$ cat src/sv/afi_pkg.sv
// ---------------------------------------------------------------------------
// afi_pkg: shared constants for the affine matrix inverse block
// Lane count, widths of the determinant and quotient, and queue depth.
// ---------------------------------------------------------------------------
package afi_pkg;

  localparam int LANES      = 6;   // six quotients per matrix
  localparam int DEN_W      = 64;  // determinant magnitude width
  localparam int Q_W        = 32;  // quotient width
  localparam int FIFO_DEPTH = 4;
  localparam int FIFO_AW    = 2;

  localparam logic [Q_W-1:0] POS_LIMIT = 32'h7fff_ffff;
  localparam logic [Q_W-1:0] NEG_LIMIT = 32'h8000_0000;

endpackage

$ cat src/sv/afi_fifo.sv
// ---------------------------------------------------------------------------
// afi_fifo: short queue between the front and back parts
// Four entries of registers with the head visible for a direct pop.
// ---------------------------------------------------------------------------
module afi_fifo
  import afi_pkg::*;
#(
  parameter int W = 8
) (
  input  logic         clk,
  input  logic         rst,
  input  logic         push_valid,
  output logic         push_ready,
  input  logic [W-1:0] push_data,
  output logic         pop_valid,
  input  logic         pop_ready,
  output logic [W-1:0] pop_data
);

  logic [W-1:0]         mem [FIFO_DEPTH];
  logic [FIFO_AW-1:0]   wr_ptr, rd_ptr;
  logic [FIFO_AW:0]     count;
  logic                 push, pop;

  assign push_ready = (count != (FIFO_AW+1)'(FIFO_DEPTH));
  assign pop_valid  = (count != '0);
  assign push       = push_valid && push_ready;
  assign pop        = pop_valid && pop_ready;
  assign pop_data   = mem[rd_ptr];

  always_ff @(posedge clk) begin
    if (rst) begin
      wr_ptr <= '0;
      rd_ptr <= '0;
      count  <= '0;
    end else begin
      if (push) wr_ptr <= wr_ptr + 1'b1;
      if (pop)  rd_ptr <= rd_ptr + 1'b1;
      count <= count + (FIFO_AW+1)'(push) - (FIFO_AW+1)'(pop);
    end
  end

  always_ff @(posedge clk) begin
    if (push) mem[wr_ptr] <= push_data;
  end

endmodule

$ cat config.mk
export PLATFORM = sky130hd
export DESIGN_NAME = afi_fifo
export DESIGN_NICKNAME = d
export VERILOG_FILES = /design/src/sv/afi_pkg.sv /design/src/sv/afi_fifo.sv
export SDC_FILE = /design/constraint.sdc
export NUM_CORES = 1
export LEC_CHECK = 0
export BUFFER_PORTS_ARGS = -buffer_cell sky130_fd_sc_hd__buf_2
export CORE_AREA = 8 8 64 66
export DETAILED_ROUTE_END_ITERATION = 7
export DIE_AREA = 0 0 72 74
export PLACE_DENSITY = 0.73
export SLEW_MARGIN = 15
export SYNTH_ARGS = -nofsm -noshare
export SYNTH_HDL_FRONTEND = slang
export SYNTH_SLANG_ARGS = --single-unit
$ cat constraint.sdc
create_clock -name clk -period 2.8 [get_ports clk]
set_input_delay 0.56 -clock clk [delete_from_list [all_inputs] [get_ports clk]]
set_output_delay 0.56 -clock clk [all_outputs]
set_load 0.01 [all_outputs]
Yosys cells after proc, flatten, opt, wreduce, memory -nomap -nowiden

Memory sizes are Yosys's and may differ from the RTL's. A register that Yosys moved wholly into a read port is not among the register bits.
Index checks and enable logic that the tools add are counted.

Add/sub/neg operators: 4
Equal/unequal tests: 1
Mux-type cells: 4
Reduce and logical (&&, ||, !) cells: 3

Operators with widths:

| kind                                         | count |
|---|---|
| adder 2 x 1 -> 2 bit, second input constant  | 2 |
| 2-to-1 mux 2 bit                             | 2 |
| adder 3 x 1 -> 3 bit                         | 1 |
| inequality test 3 bit, second input constant | 1 |
| nonzero test 3 bit                           | 1 |
| subtractor 3 x 1 -> 3 bit                    | 1 |
| logical AND 1 bit                            | 2 |
| 2-to-1 mux 1 bit                             | 2 |

Register bits after elaboration: 7
RAM bits: 32
Word-level logic and storage cells: 16
Memories kept: 1

Memories:

| memory | words | width | read ports | clocked after memory_dff | write ports | RTL line       | source |
|---|---|---|---|---|---|---|---|
| mem    | 4     | 8     | 1          | 1                        | 1           | afi_fifo.sv:20 | `logic [W-1:0] mem [FIFO_DEPTH];` |

Depth between registers and ports, before layout

Depth in word-level cells: 4
Depth in mapped cells: 11
Gate-level depth less buffers: 11

Worst setup path before layout

No wires, ideal clock.

Kind: input -> register
Start point: input port push_valid
End point: register count[2]
Library setup time: 73 ps
Data arrival time: 2111 ps
Data required time: 2727 ps
Path slack: 616 ps
Stages: 10
Buffers on the path: 0
Cell sequence: a21boi_4 -> inv_1 -> ha_1 -> inv_1 -> ha_1 -> inv_1 -> fa_1 -> xor2_1 -> and2_2 -> nor3_2

Longest elaborated chain between the ends: 3

RTL lines:

| what                      | RTL line       | source |
|---|---|---|
| start, declared           | afi_fifo.sv:12 | `input logic push_valid,` |
| logical AND 1 bit         | afi_fifo.sv:27 | `assign push = push_valid && push_ready;` |
| adder 3 x 1 -> 3 bit      | afi_fifo.sv:39 | `count <= count + (FIFO_AW+1)'(push) - (FIFO_AW+1)'(pop);` |
| subtractor 3 x 1 -> 3 bit | afi_fifo.sv:39 |  |
| end signal, assigned      | afi_fifo.sv:39 |  |
| end, declared             | afi_fifo.sv:22 | `logic [FIFO_AW:0] count;` |

Every way passes these cells.
A chain may end at the register's enable or synchronous reset.

Worst setup path after layout

Start point: register count[1]
End point: register count[2]

Longest elaborated chain between the ends: 4

RTL lines:

| what                          | RTL line       | source |
|---|---|---|
| inequality test 3 bit         | afi_fifo.sv:25 | `assign push_ready = (count != (FIFO_AW+1)'(FIFO_DEPTH));` |
| logical AND 1 bit             | afi_fifo.sv:27 |  |
| adder 3 x 1 -> 3 bit          | afi_fifo.sv:39 |  |
| subtractor 3 x 1 -> 3 bit (*) | afi_fifo.sv:39 |  |

Every way passes the cells marked *; elsewhere a longest branch is shown, timed or not.

==> out/results.ini <==
[outcome]
outcome=finished, final reports clean

[timing]
skew_ns=0.01173
grt_setup_unrepaired=no
maxClockFrequency_ghz=0.4249
timing.final.hold_violations=0
timing.setup.tns_ns=0
finalCriticalPeriod_ns=2.353
finalHoldWorstSlack_ns=0.4287
finalSetupViolCount=0
final-max-slew-violation-count=0
max_slew.worst_pin.slew_ns=0.5551
max_slew_margin=0.6294
setup_slack_ns=0.4467
period_share=0.8404

[clocking]
clock_sinks=41
clock_tree.buffer_depth=2
cts_tree=done
post_cts_resize_count=0
clock_tree.htree_level_count=2
tritoncts.num_buffers=5
postCtsSetupRepairBufs=0
clk_root_buffer_cell=clkbuf_4
postCtsHoldBufs=0
clk_transition_reported_paths_ns=0.12
clock_latency_ns=0.34

[finish]
final_non_filler_cells=163
mostFrequentLayoutCell=edfxtp_1
most-common-layout-cells=edfxtp_1 (32), buf_2 (21), dfxtp_1 (9)
insertedDiodeCount=0
nNetsFinal=135
syn2layout_area_growth_pct=13.91
multi_input_comb_area_sq_um=467.9
final.fill_count=259
seq_area_sq_um=1141
drive_gt1_frac=0.3590

[grt]
grt_pass1_wl_microns=4126
grt_max_degree=13
initial_antenna_violation_count=0
groute.usage.overall=0.1075
first_global_vias=847
grt-ovfl-total=0

[floorplanning]
coreArea_sq_um=3179
die_height_microns=74
die_area_sq_um=5328
io-pin-count=22
die_w_microns=72
rows=21
floorplan.initialDensity=0.5179

[critical_path]
rrSetupSlack_ns=0.45
crit_fanout=7
timing.setup.critical_path_class=register to register
worstSetupEndpointType=register
worstRegToRegCells=11
critical_path.reg2reg.endpoint=count[2]$_SDFF_PP0_
timing.critical_path.required_ns=3.08
worstReg2RegStart=count[1]$_SDFF_PP0_
worst_setup_path_start_kind=register
critical_path_arrival_ns=2.63

[power_and_ir_drop]
power.leakage_nw=0.6876
vdd_drop_max_uv=480.8
power.density_cell_area_nw_per_um2=916.1

[drt]
vias=810
routed_wl_microns=2571
detailedRoute.firstIterationViolations=50
avgViaCountPerCell=4.969
dr.pass1.iters=4
route.detailed.drc=0
drtAntennaViolNets=0
detail_route.wl_per_cell_microns=15.77

[placement]
dp_hpwl_microns=1822
port_buffers=21
detailedPlace.worstSlack_ns=0.3993
gp_congestion=0.7423
placedCellCount=155

[yosys]
syn_avg_cell_area_sq_um=18.09
synth_seq_area_share=0.6930
yosysUniqueCellTypes=24
netlist_instances=91
yosys_warnings=0
postSynthNetCount=110
total_standard_cell_area_after_synthesis_sq_um=1647
yosys_register_bits=41

[hold_path]
worst_hold_startpoint=push_data[1]
worst_min_path_class=primary input to register
min_path_cells=1
whs_endpoint=mem[3][1]$_DFFE_PP_

[flow_run]
max_cap_violations=0

[worst max path at each step]
| stage | end | slack (ns) | depth (start not counted) | startpoint |
|---|---|---|---|---|
| 6_report | count[2]$_SDFF_PP0_ | 0.45 | 11 | count[1]$_SDFF_PP0_ |
| 5_1_grt | count[2]$_SDFF_PP0_ | 0.28 | 11 | count[1]$_SDFF_PP0_ |
| 4_1_cts | pop_data[2] | 0.41 | 2 | register |
| 3_5_place_dp | count[2]$_SDFF_PP0_ | 0.40 | 11 | push_valid |
| 3_3_place_gp | count[2]$_SDFF_PP0_ | 0.49 | 11 | push_valid |
| 2_1_floorplan | count[2]$_SDFF_PP0_ | 0.62 | 10 | push_valid |
[sequential cells by signal, summed over array words and instances (netlist names), named ones only]
name    flops
mem        32
rd_ptr      2
count       3
wr_ptr      2
[critical path, stage by stage (launching register included)]
cell	delay, ns
dfxtp_1	0.49
nor2_2	0.10
a21boi_4	0.25
inv_1	0.08
ha_1	0.29
inv_1	0.06
ha_1	0.13
inv_1	0.05
fa_1	0.37
xor2_1	0.16
and2_2	0.21
nor3_2	0.09
[cell families after synthesis]
group,share of synthesized area
AO/OA/AOI/OAI,0.02280
XOR/XNOR,0.01596
adder cells (fa/ha/maj),0.05775
buffers and inverters,0.02280
flip-flops,0.6930
multiplexers,0.1246
AND/OR/NAND/NOR,0.06308
[metrics by stage]
step	utilization	power, mW	instance area (sq um)
6_report	0.5899	1.718	1876
2_1_floorplan	-	1.203	1647
3_3_place_gp	0.5632	1.322	1790
4_1_cts	0.5899	1.746	1876
3_5_place_dp	0.5632	1.357	1790
5_1_grt	0.5899	1.821	1876
[final cells by class]
type	count	share of cell area
multi-input combinational	42	0.2495
tap	46	0.03069
timing repair buffer	21	0.05604
clock buffer	7	0.02935
inverter	5	0.01001
sequential	41	0.6084
clock inverter	1	0.01601
[synthesized netlist by cell type]
cell type  count  share of area
buf_6          1         0.0068
nor2_2         1         0.0038
o311ai_1       1         0.0053
a21boi_4       1          0.011
nor3_2         1         0.0061
edfxtp_1      32           0.58
mux4_2         8           0.11
and2_2         1         0.0046
xnor2_1        1         0.0053
nand2b_1       2         0.0076
clkbuf_1       2         0.0046
nand2_1        1         0.0023
fa_1           1          0.012
inv_1          5          0.011
xor2_1         2          0.011
ha_1           6          0.046
nor2b_1        1         0.0038
o31a_2         1         0.0061
mux2i_1        1         0.0061
and2_1         4          0.015
nor2_1         7          0.016
dfxtp_1        9           0.11
or3_1          1         0.0038
mux2_4         1         0.0091
[power by group]
group / internal [mW] / switching, mW
clock network: 0.213 / 0.177
registers: 0.760 / 0.0999
logic: 0.244 / 0.224
total: 1.22 / 0.501
[metal layers]
metal / track usage / vias to the layer above / routed length, microns
li1: - / 386 / -
met1: 0.1151 / 398 / 1037
met2: 0.1771 / 21 / 1311
met3: 0.04852 / 5 / 171
met4: 0.05442 / 0 / 51
met5: 0 / - / 0
(Power assumes the default switching activity.)
